==> src/hw/rtl/uks_pkg.sv <==
// Package for the unsigned key sorter: beat types, cell control type and defaults.
// No dependencies.
`default_nettype none

package uks_pkg;

   localparam int KEY_WIDTH        = 64;
   localparam int MAX_KEYS_DEFAULT = 64;

   typedef struct packed {
      logic [KEY_WIDTH-1:0] key_in;
      logic                 batch_end;
   } req_type;

   typedef struct packed {
      logic [KEY_WIDTH-1:0] key_out;
      logic                 final_key;
      logic                 overflowed;
   } rsp_type;

   typedef struct packed {
      logic                 insert;
      logic                 shift;
      logic [KEY_WIDTH-1:0] key;
   } cell_ctl_type;

endpackage

`default_nettype wire

==> src/hw/rtl/uks_cell.sv <==
// One sorter cell: holds one key and a valid bit; inserts by shifting toward the tail,
// drains by shifting toward the head. Depends on uks_pkg.
`default_nettype none

module uks_cell (
   input  wire logic                           clock,
   input  wire logic                           reset,
   input  wire uks_pkg::cell_ctl_type          ctl,
   input  wire logic                           up_valid,
   input  wire logic                           up_gt,
   input  wire logic [uks_pkg::KEY_WIDTH-1:0]  up_key,
   input  wire logic                           dn_valid,
   input  wire logic [uks_pkg::KEY_WIDTH-1:0]  dn_key,
   output logic                                valid_out,
   output logic                                gt_out,
   output logic [uks_pkg::KEY_WIDTH-1:0]       key_out
);
   import uks_pkg::*;

   logic                 valid_ff;
   logic                 valid_in;
   logic [KEY_WIDTH-1:0] key_ff;
   logic [KEY_WIDTH-1:0] key_in;

   // empty cells count as greater than any key; equal keys stay ahead
   assign gt_out    = !valid_ff || (key_ff > ctl.key);
   assign valid_out = valid_ff;
   assign key_out   = key_ff;

   always_comb begin
      key_in   = key_ff;
      valid_in = valid_ff;
      if (ctl.shift) begin
         key_in   = dn_key;
         valid_in = dn_valid;
      end else if (ctl.insert && gt_out) begin
         key_in   = up_gt ? up_key : ctl.key;
         valid_in = valid_ff | up_valid;
      end
   end

   always_ff @(posedge clock) begin
      if (reset) begin
         valid_ff <= 1'b0;
      end else begin
         valid_ff <= valid_in;
      end
   end

   always_ff @(posedge clock) begin
      key_ff <= key_in;
   end

endmodule

`default_nettype wire

==> config.mk <==
export PLATFORM = sky130hd
export DESIGN_NAME = uks_cell
export DESIGN_NICKNAME = d
export VERILOG_FILES = /design/src/hw/rtl/uks_pkg.sv /design/src/hw/rtl/uks_cell.sv
export SDC_FILE = /design/constraint.sdc
export NUM_CORES = 1
export LEC_CHECK = 0
export BUFFER_PORTS_ARGS = -buffer_cell sky130_fd_sc_hd__buf_2
export CAP_MARGIN = 25
export CORE_MARGIN = 2
export CORE_UTILIZATION = 45
export CTS_CLUSTER_DIAMETER = 80
export DETAILED_ROUTE_END_ITERATION = 6
export PLACE_DENSITY = 0.77
export SLEW_MARGIN = 20
export SYNTH_ARGS = -nofsm -noshare
export SYNTH_HDL_FRONTEND = slang
export SYNTH_SLANG_ARGS = --single-unit
==> constraint.sdc <==
create_clock -name clock -period 6.6 [get_ports clock]
set_input_delay 1.32 -clock clock [delete_from_list [all_inputs] [get_ports clock]]
set_output_delay 1.32 -clock clock [all_outputs]
set_load 0.1 [all_outputs]
==> flow_metrics.py, run 1 <==
metrics = {
    "logic_synthesis": {
        "synth_commonest_cells": "nand2_1, o21ai_0, inv_1",
        "synth_top_cell_by_area": "edfxtp_1",
        "synth_edf_count": 64,
        "netlist_top_cells_area": "edfxtp_1, ha_1, mux2i_1",
        "synth_seq_cells": 65,
        "synth_nets": 776,
        "syn_inst": 513,
        "synthFlopType": "edfxtp_1",
        "synthDominantCellAreaShare": 0.394,
        "synth_cell_type_count": 31,
        "ys_warn_count": 0,
        "syn_area_per_cell_um2": 9.50,
        "ys_async_sr_fraction": 0,
        "ys_seq_area_frac": 0.399,
        "yosysMostFrequentCell": "nand2_1",
        "syn_area_um2": 4870,
    },
    "run_status": {
        "outcome": "finished clean",
    },
    "floorplan": {
        "die-area_um2": 11700,
        "dieHeight_um": 108,
        "floorplan.io_pins": 265,
        "std_cell_rows": 37,
        "core-area_um2": 10400,
        "chipWidth_um": 108,
        "start_util": 0.468,
    },
    "power_and_ir_drop": {
        "powerDensity_nw_per_um2": 232,
        "leakage_nw": 3.48,
        "peakVddDrop_v": 0.000126,
        "power_mw": 1.51,
    },
    "timing": {
        "max_freq_mhz": 197,
        "clock_skew_ps": 9.01,
        "slew_headroom": 0.485,
        "grt_setup_unrepaired": "false",
        "setup_viol": 0,
        "period_needed_ps": 5080,
        "finalSetupTns_ps": 0,
        "slew_violations": 0,
        "post-route-period-util": 0.770,
        "hold_viol": 0,
        "tightest_slew_ps": 770,
        "worst_hold_slack_ps": 740,
        "setup_ws_ps": 1520,
    },
    "clock_tree": {
        "cts_inserted_buffers": 9,
        "postCtsSetupRepairBufs": 0,
        "clockBufferDepth": 2,
        "cts_resized": 0,
        "cts_tree": "yes",
        "htreeDepth": 3,
        "cts_hold_buf": 0,
        "cts.sinks": 65,
        "clock_latency_ps": 340,
        "cts-root-buf": "clkbuf_8",
        "cts.clk_slew.worst_paths_ps": 70,
    },
    "grt": {
        "grt_start_max_net_pins": 71,
        "grt_util_all_layers": 0.228,
        "met3_usage": 0.0500,
        "grt_pass1_vias": 4483,
        "grt_use_met1": 0.253,
        "use_met2": 0.421,
        "antenna_found_initial": 1,
        "grt_first_pass_wirelength_mm": 20.8,
        "grt_busiest_layer": "met2",
        "grt_remaining_overflow": 0,
    },
    "routing": {
        "drt_iter0_markers": 226,
        "post_drt_wl_per_cell_um": 14.7,
        "dr.pass1.iters": 4,
        "route.detailed.drc": 0,
        "ant_nets": 0,
        "viasPerCell": 5.12,
        "vias": 4674,
        "wirelength_mm": 13.5,
    },
    "worst_setup_path": {
        "cp-start-kind": "primary input",
        "worst_ep_arrival_time_ps": 3760,
        "r2r_setup_slack_ps": 3000,
        "critPathRequiredTime_ps": 5280,
        "end_kind": "output port",
        "crit_type": "in -> out",
        "critPathMaxFanout": 3,
    },
    "place": {
        "dp_hpwl_mm": 10.9,
        "globalplace.congestion": 0.862,
        "numPortBuffers": 264,
        "dp_slack_ps": 1450,
    },
    "finish": {
        "drive_gt1_frac": 0.365,
        "syn_to_final_growth_pct": 33.4,
        "fin_nets": 1034,
    },
    "worst_hold_path": {
        "min_path_type": "reg -> reg",
    },
    "job": {
        "max_cap_violations": 0,
    },
}
routing by layer:
layer,wire (um),part of all wire
met2,6770,0.50
met4,285,0.021
met1,5250,0.39
met3,1150,0.085
met5,0,0
registers in the layout (all words and copies together) (netlist names):
signal,flops
valid_out,1
key_out,64
through the flow:
step                instances  cell area [um2]   util
detailed placement        895             6320  0.606
global placement          895             6320  0.606
global route              913             6500  0.624
finish                    913             6500  0.624
CTS                       911             6470  0.621
floorplan                 513             4870      -
cell type report:
type / instances / area [um2]
Inverter: 66 / 248
Clock buffer: 11 / 131
Fill cell: 904 / 3920
Tap cell: 136 / 170
Clock inverter: 5 / 22.5
Antenna cell: 1 / 2.50
Timing Repair Buffer: 268 / 1380
Multi-Input combinational cell: 361 / 2610
Sequential cell: 65 / 1940
cells in the final DEF (no fill, tap or decap), drive strengths merged, types with 2 or more instances in the layout:
master | netlist | routed
a2111oi | 2 | 2
a211oi | 2 | 2
a21o | 3 | 3
a21oi | 26 | 26
a221oi | 4 | 4
and4 | 4 | 4
buf | 6 | 268
clkbuf | 15 | 11
clkinv | 0 | 5
edfxtp | 64 | 64
ha | 64 | 64
inv | 66 | 66
mux2i | 64 | 64
nand2 | 81 | 81
nand2b | 2 | 2
nand3 | 8 | 8
nand4 | 9 | 9
nor2 | 4 | 4
nor2b | 2 | 2
nor3 | 4 | 4
o21ai | 75 | 75
critical path, stage by stage:
cell       delay (ps)
buf_2              90
inv_1              40
ha_1              290
nand4_1           160
and4bb_2          350
nand3_1           140
nor3_1            360
a2111oi_0         170
and3_1            240
o21ai_1           130
buf_2             440
cells by family after synthesis:
| family | after synthesis | synth area share |
|---|---|---|
| AND/OR/NAND/NOR | 119 | 0.110 |
| AO/OA/AOI/OAI | 114 | 0.127 |
| buffers and inverters | 87 | 0.0683 |
| flip-flops | 65 | 0.399 |
| multiplexers | 64 | 0.131 |
| adder cells (fa/ha/maj) | 64 | 0.164 |
final timing paths:
check,start,endpoint,depth (start not counted)
setup / recovery,ctl[61],gt_out,11
hold / removal,valid_out$_SDFFE_PP0P_,valid_out$_SDFFE_PP0P_,4
setup reg to reg,key_out[61]$_DFFE_PP_,key_out[53]$_DFFE_PP_,9
hold reg to reg,valid_out$_SDFFE_PP0P_,valid_out$_SDFFE_PP0P_,4
report_power, final:
part / internal [mW] / total [mW] / leakage, nW / switching [mW]
sequential: 0.515 / 0.543 / 0.674 / 0.0276
combinational: 0.164 / 0.677 / 2.73 / 0.513
clock: 0.132 / 0.287 / 0.0819 / 0.154
total: 0.811 / 1.51 / 3.48 / 0.695
No activity file was read; power rests on OpenSTA's default activity.
==> inputs of run 2 (changes only) <==
--- a/config.mk
+++ b/config.mk
@@ -5,13 +5,14 @@
 export SDC_FILE = /design/constraint.sdc
 export NUM_CORES = 1
 export LEC_CHECK = 0
+export ABC_AREA = 1
 export BUFFER_PORTS_ARGS = -buffer_cell sky130_fd_sc_hd__buf_2
 export CAP_MARGIN = 25
 export CORE_MARGIN = 2
-export CORE_UTILIZATION = 45
+export CORE_UTILIZATION = 42
 export CTS_CLUSTER_DIAMETER = 80
 export DETAILED_ROUTE_END_ITERATION = 6
-export PLACE_DENSITY = 0.77
+export PLACE_DENSITY = 0.74
 export SLEW_MARGIN = 20
 export SYNTH_ARGS = -nofsm -noshare
 export SYNTH_HDL_FRONTEND = slang
==> constraint.sdc (replaced) <==
create_clock -name clock -period 4.5 [get_ports clock]
set_input_delay 0.9 -clock clock [delete_from_list [all_inputs] [get_ports clock]]
set_output_delay 0.9 -clock clock [all_outputs]
set_load 0.1 [all_outputs]
==> run 2 against run 1 <==
Clock-buffer cell count stayed put. Power is 58% higher. Cell area is 4.1% higher. Combinational power is 39% higher. Clock skew hardly changed. Die area is 11% higher. Register-to-register slack worse by 1100 ps.
==> flow_metrics.py, run 2 <==
metrics = {
    "floorplan": {
        "std_cell_rows": 40,
        "floorplan.io_pins": 265,
        "chipWidth_um": 114,
        "core-area_um2": 11900,
        "die-area_um2": 12900,
        "dieHeight_um": 114,
        "start_util": 0.426,
    },
    "routing": {
        "post_drt_wl_per_cell_um": 13.9,
        "drt_iter0_markers": 224,
        "viasPerCell": 4.99,
        "wirelength_mm": 13.6,
        "ant_nets": 0,
        "route.detailed.drc": 0,
        "dr.pass1.iters": 4,
        "vias": 4884,
    },
    "timing": {
        "tightest_slew_ps": 519,
        "clock_skew_ps": 8.89,
        "worst_hold_slack_ps": 609,
        "finalSetupTns_ps": 0,
        "hold_viol": 0,
        "slew_headroom": 0.656,
        "max_freq_mhz": 272,
        "period_needed_ps": 3680,
        "slew_violations": 0,
        "setup_ws_ps": 824,
        "grt_setup_unrepaired": "false",
        "setup_viol": 0,
        "post-route-period-util": 0.817,
    },
    "finish": {
        "fill_cells": 1127,
        "syn_to_final_growth_pct": 33.9,
        "drive_gt1_frac": 0.351,
        "most-common-layout-cells": "buf_2, nand2_1, inv_1",
        "n_antenna_cell": 0,
        "mostFrequentLayoutCell": "buf_2",
        "fin_nets": 1089,
        "largest_register_ffs": 64,
        "final_cells": 978,
    },
    "worst_setup_path": {
        "path_cells": "buf_2 -> inv_1 -> ha_1 -> nand4_1 -> nor3_1 -> nand3b_1 -> nor2_2 -> nand2_1 -> nand2_1 -> nand2_1 -> nand2_2 -> buf_2",
        "path_buf_inv": 3,
        "critPathMaxStageDelay_ps": 430,
        "crit_top_cell": "nand2_1",
        "cp-start-kind": "primary input",
        "end_kind": "output port",
        "cp_top_family": "simple AND/OR/NAND/NOR gates",
        "worst_ep_arrival_time_ps": 2780,
        "crit_type": "in -> out",
        "critPathMaxFanout": 3,
        "critPathRequiredTime_ps": 3600,
        "slowest_stage": "buf_2",
    },
    "power_and_ir_drop": {
        "power_mw": 2.38,
        "pwr-share-seq": 0.327,
        "power.internal_mw": 1.41,
        "powerDensity_nw_per_um2": 352,
        "p_comb_frac": 0.395,
        "switching_share": 0.409,
        "peakVddDrop_v": 0.000157,
        "p_sw_uw": 973,
        "clockPowerShare": 0.278,
        "leakage_nw": 3.39,
    },
    "logic_synthesis": {
        "netlist_top_cells_area": "edfxtp_1, ha_1, nand2_1",
        "synthFlopType": "edfxtp_1",
        "yosysMostFrequentCell": "nand2_1",
        "synth_seq_cells": 65,
        "syn_area_um2": 5050,
        "synth_cell_type_count": 29,
        "synth_edf_count": 64,
        "synth_top_cell_by_area": "edfxtp_1",
        "synth_commonest_cells": "nand2_1, inv_1, edfxtp_1, ha_1, o21a_1",
        "ys_async_sr_fraction": 0,
        "ys_seq_area_frac": 0.384,
        "syn_area_per_cell_um2": 8.80,
        "ys_warn_count": 0,
        "synth_nets": 837,
        "synthDominantCellAreaShare": 0.380,
        "syn_inst": 574,
    },
    "run_status": {
        "outcome": "finished clean",
    },
    "place": {
        "dp_hpwl_mm": 11.0,
        "numPortBuffers": 264,
        "dp_slack_ps": 788,
        "globalplace.congestion": 0.903,
        "placedCellCount": 962,
    },
    "grt": {
        "grt_util_all_layers": 0.209,
        "grt_first_pass_wirelength_mm": 21.4,
        "antenna_found_initial": 0,
        "grt_start_max_net_pins": 105,
        "grt_remaining_overflow": 0,
        "grt_pass1_vias": 4518,
    },
    "worst_hold_path": {
        "min_path_type": "reg -> reg",
    },
    "clock_tree": {
        "cts.sinks": 65,
        "cts_resized": 0,
        "cts-root-buf": "clkbuf_16",
        "cts_inserted_buffers": 9,
        "cts.clk_slew.worst_paths_ps": 50,
        "clockBufferDepth": 2,
        "htreeDepth": 3,
        "clock_latency_ps": 320,
        "postCtsSetupRepairBufs": 0,
        "cts_tree": "yes",
        "cts_hold_buf": 0,
    },
    "job": {
        "max_cap_violations": 0,
    },
}
==> run 2: cells by family (layout without fill, tap and decap cells) <==
| group | after synthesis | after routing | share of synthesized area |
|---|---|---|---|
| AOI/OAI and AO/OA | 171 | 171 | 0.233 |
| buffers and inverters | 108 | 365 | 0.0840 |
| and+or+nand+nor | 166 | 166 | 0.140 |
| adders and majority gates | 64 | 64 | 0.158 |
| DFF | 65 | 65 | 0.384 |
==> run 2: metrics by stage <==
step / utilization / cell area [um2]
6_report: 0.570 / 6770
3_3_place_gp: 0.547 / 6490
4_1_cts: 0.570 / 6770
3_5_place_dp: 0.547 / 6490
5_1_grt: 0.570 / 6770
2_1_floorplan: - / 5050
==> run 2: layout make-up <==
cell class | instances | area (um2) | area share
inverters | 80 | 302 | 0.0446
multi-input cells | 401 | 2690 | 0.397
well taps | 147 | 184 | 0.0272
clock buffers | 11 | 233 | 0.0344
clock inverters | 5 | 46.3 | 0.00684
repair buffers | 269 | 1370 | 0.203
flip-flops and latches | 65 | 1940 | 0.287
==> run 2: worst reg2reg max path, delay by kind of cell, from the launching register on <==
| family | cells | cell delay [ps] |
|---|---|---|
| DFF | 1 | 420 |
| adders and majority gates | 1 | 320 |
| buffers and inverters | 2 | 500 |
| and+or+nand+nor | 13 | 1020 |
==> run 2: worst paths after layout <==
check | startpoint | end | slack, ps | depth (start not counted)
setup / recovery | ctl[47] | gt_out | 820 | 12
hold / removal | valid_out$_SDFFE_PP0P_ | valid_out$_SDFFE_PP0P_ | 610 | 4
setup reg to reg | key_out[15]$_DFFE_PP_ | key_out[17]$_DFFE_PP_ | 1860 | 16
hold reg to reg | valid_out$_SDFFE_PP0P_ | valid_out$_SDFFE_PP0P_ | 610 | 4
==> run 2: power groups by stage <==
| stage | Sequential [mW] | Combinational [mW] | Clock [mW] |
|---|---|---|---|
| detailed placement | 0.791 | 0.946 | 0 |
| finish | 0.779 | 0.942 | 0.661 |
| CTS | 0.779 | 0.950 | 0.681 |
| global placement | 0.789 | 0.940 | 0 |
| global route | 0.786 | 1.02 | 0.705 |
| floorplan | 1.22 | 0.291 | 0 |
==> run 2: metal layers <==
| layer | track usage | vias to the layer above | wire, um |
|---|---|---|---|
| met5 | 0 | - | 0 |
| met4 | 0.0789 | 0 | 217 |
| met3 | 0.0425 | 16 | 870 |
| met2 | 0.369 | 162 | 6720 |
| met1 | 0.251 | 2185 | 5780 |
| li1 | - | 2521 | - |
==> inputs of run 3 (changes only) <==
--- a/config.mk
+++ b/config.mk
@@ -9,10 +9,10 @@
 export BUFFER_PORTS_ARGS = -buffer_cell sky130_fd_sc_hd__buf_2
 export CAP_MARGIN = 25
 export CORE_MARGIN = 2
-export CORE_UTILIZATION = 42
+export CORE_UTILIZATION = 45
 export CTS_CLUSTER_DIAMETER = 80
 export DETAILED_ROUTE_END_ITERATION = 6
-export PLACE_DENSITY = 0.74
+export PLACE_DENSITY = 0.76
 export SLEW_MARGIN = 20
 export SYNTH_ARGS = -nofsm -noshare
 export SYNTH_HDL_FRONTEND = slang
==> constraint.sdc (replaced) <==
create_clock -name clock -period 3.55 [get_ports clock]
set_input_delay 0.71 -clock clock [delete_from_list [all_inputs] [get_ports clock]]
set_output_delay 0.71 -clock clock [all_outputs]
set_load 0.1 [all_outputs]
==> run 3 against run 2 <==
Routed wire length increased by 5.9%. Utilization increased by 4.0 points. Power increased by 14%. Hold slack improved by 18 ps. Flip-flop and latch count unchanged. Final cell count fell by 0.82%. Clock skew is 1.6 ps higher. Sequential power increased by 27%. Clock-buffer cell count increased by 3. Global-route usage rose by 2.5 points. Largest cell class unchanged.
==> flow_metrics.py, run 3 (synthesis gave the netlist of run 2 again) <==
metrics = {
    "run_status": {
        "outcome": "finished clean",
    },
    "clock_tree": {
        "cts_resized": 0,
        "cts_inserted_buffers": 9,
        "postCtsSetupRepairBufs": 0,
        "htreeDepth": 3,
        "cts.clk_slew.worst_paths_ps": 70,
        "clockBufferDepth": 2,
        "clock_latency_ps": 330,
        "cts_hold_buf": 0,
        "cts.sinks": 65,
        "cts-root-buf": "clkbuf_8",
        "cts_tree": "yes",
    },
    "place": {
        "dp_hpwl_mm": 11.3,
        "globalplace.congestion": 0.861,
        "numPortBuffers": 264,
    },
    "floorplan": {
        "core-area_um2": 10900,
        "std_cell_rows": 38,
        "dieHeight_um": 110,
        "chipWidth_um": 110,
        "floorplan.io_pins": 265,
        "die-area_um2": 12100,
        "start_util": 0.464,
    },
    "finish": {
        "mostFrequentLayoutCell": "buf_2",
        "largest_register_ffs": 64,
        "n_antenna_cell": 0,
        "multi_input_area_um2": 2690,
        "seq_area_um2": 1940,
        "final_util": 0.611,
        "drive_gt1_frac": 0.349,
        "fill_cells": 952,
        "syn_to_final_growth_pct": 31.6,
        "most-common-layout-cells": "buf_2, nand2_1, inv_1",
        "fin_nets": 1089,
    },
    "worst_hold_path": {
        "min_path_type": "in -> reg",
    },
    "routing": {
        "viasPerCell": 5.17,
        "wirelength_mm": 14.4,
        "route.detailed.drc": 0,
        "dr.pass1.iters": 4,
        "vias": 5015,
        "post_drt_wl_per_cell_um": 14.8,
        "ant_nets": 0,
        "drt_iter0_markers": 306,
    },
    "worst_setup_path": {
        "critPathMaxStageDelay_ps": 290,
        "crit_top_cell": "nand2_1",
        "critPathMaxFanout": 2,
        "path_cells": "buf_2 -> inv_1 -> ha_1 -> nand2_1 -> nor2_1 -> nand4_1 -> clkinv_1 -> nand2_1 -> nand2_1 -> nand2_1 -> nand2_1 -> nand2_1 -> nand2_1 -> nand2_1 -> nand2_2 -> buf_12",
        "critPathRequiredTime_ps": 2840,
        "cp-start-kind": "primary input",
        "crit_type": "in -> out",
        "slowest_stage": "ha_1",
        "end_kind": "output port",
        "worst_ep_arrival_time_ps": 2330,
    },
    "timing": {
        "slew_violations": 0,
        "max_freq_mhz": 329,
        "slew_headroom": 0.400,
        "setup_viol": 0,
        "finalSetupTns_ps": 0,
        "period_needed_ps": 3040,
        "post-route-period-util": 0.857,
        "tightest_slew_ps": 900,
        "clock_skew_ps": 10.5,
        "grt_setup_unrepaired": "false",
        "hold_viol": 0,
    },
    "power_and_ir_drop": {
        "clockPowerShare": 0.191,
        "switching_share": 0.446,
        "p_comb_frac": 0.446,
        "powerDensity_nw_per_um2": 409,
        "pwr-share-seq": 0.363,
        "peakVddDrop_v": 0.000213,
        "leakage_nw": 3.34,
        "power.internal_mw": 1.51,
        "p_sw_mw": 1.21,
    },
    "job": {
        "max_cap_violations": 0,
    },
    "grt": {
        "grt_util_all_layers": 0.234,
        "grt_remaining_overflow": 0,
        "grt_start_max_net_pins": 126,
        "antenna_found_initial": 0,
        "grt_pass1_vias": 4913,
        "grt_first_pass_wirelength_mm": 22.1,
    },
}
==> run 3: changes by cell type in the layout (fill, tap and decap cells not counted), sizes merged <==
cell and change:
bufinv -1, clkbuf +3, clkinv -3
==> run 3: final timing paths <==
path	to	start	slack [ps]	depth (start not counted)
hold reg to reg	valid_out$_SDFFE_PP0P_	valid_out$_SDFFE_PP0P_	650	4
setup reg to reg	key_out[58]$_DFFE_PP_	key_out[47]$_DFFE_PP_	930	12
setup / recovery	gt_out	ctl[15]	510	16
hold / removal	valid_out$_SDFFE_PP0P_	reset	630	4
==> run 3: layer usage <==
layer	track usage	share of wire	up-vias
met4	0.103	0.028	0
met2	0.411	0.50	196
met5	0	0	-
met3	0.0456	0.071	29
li1	-	-	2512
met1	0.274	0.40	2278
==> run 3: stage by stage <==
stage	total power, mW	setup WS [ps]	hold WS, ps	cells	instance area [um2]
3_3_place_gp	2.19	546	612	955	6500
3_5_place_dp	2.22	492	633	955	6500
5_1_grt	2.86	286	631	970	6650
6_report	2.72	506	626	970	6650
4_1_cts	2.74	469	607	970	6650
2_1_floorplan	1.92	201	869	574	5060
==> run 3: area by class of cell <==
class	count	area share
clock buffer	14	0.0215
clock inverter	1	0.000565
inverter	80	0.0454
multi-input combinational	401	0.405
sequential	65	0.292
tap	140	0.0263
timing repair buffer	269	0.209
==> run 3: power by group through the flow <==
stage | clock [mW] | sequential, mW | combinational [mW]
2_1_floorplan | 0 | 1.55 | 0.370
3_3_place_gp | 0 | 1.00 | 1.19
3_5_place_dp | 0 | 1.00 | 1.22
4_1_cts | 0.531 | 0.988 | 1.22
5_1_grt | 0.556 | 0.997 | 1.30
6_report | 0.519 | 0.988 | 1.21
==> run 3: critical path: cells and delay by family <==
family / cells / cell delay, ps
AND/OR/NAND/NOR: 11 / 920
adder cells (fa/ha/maj): 1 / 290
buffers and inverters: 4 / 400
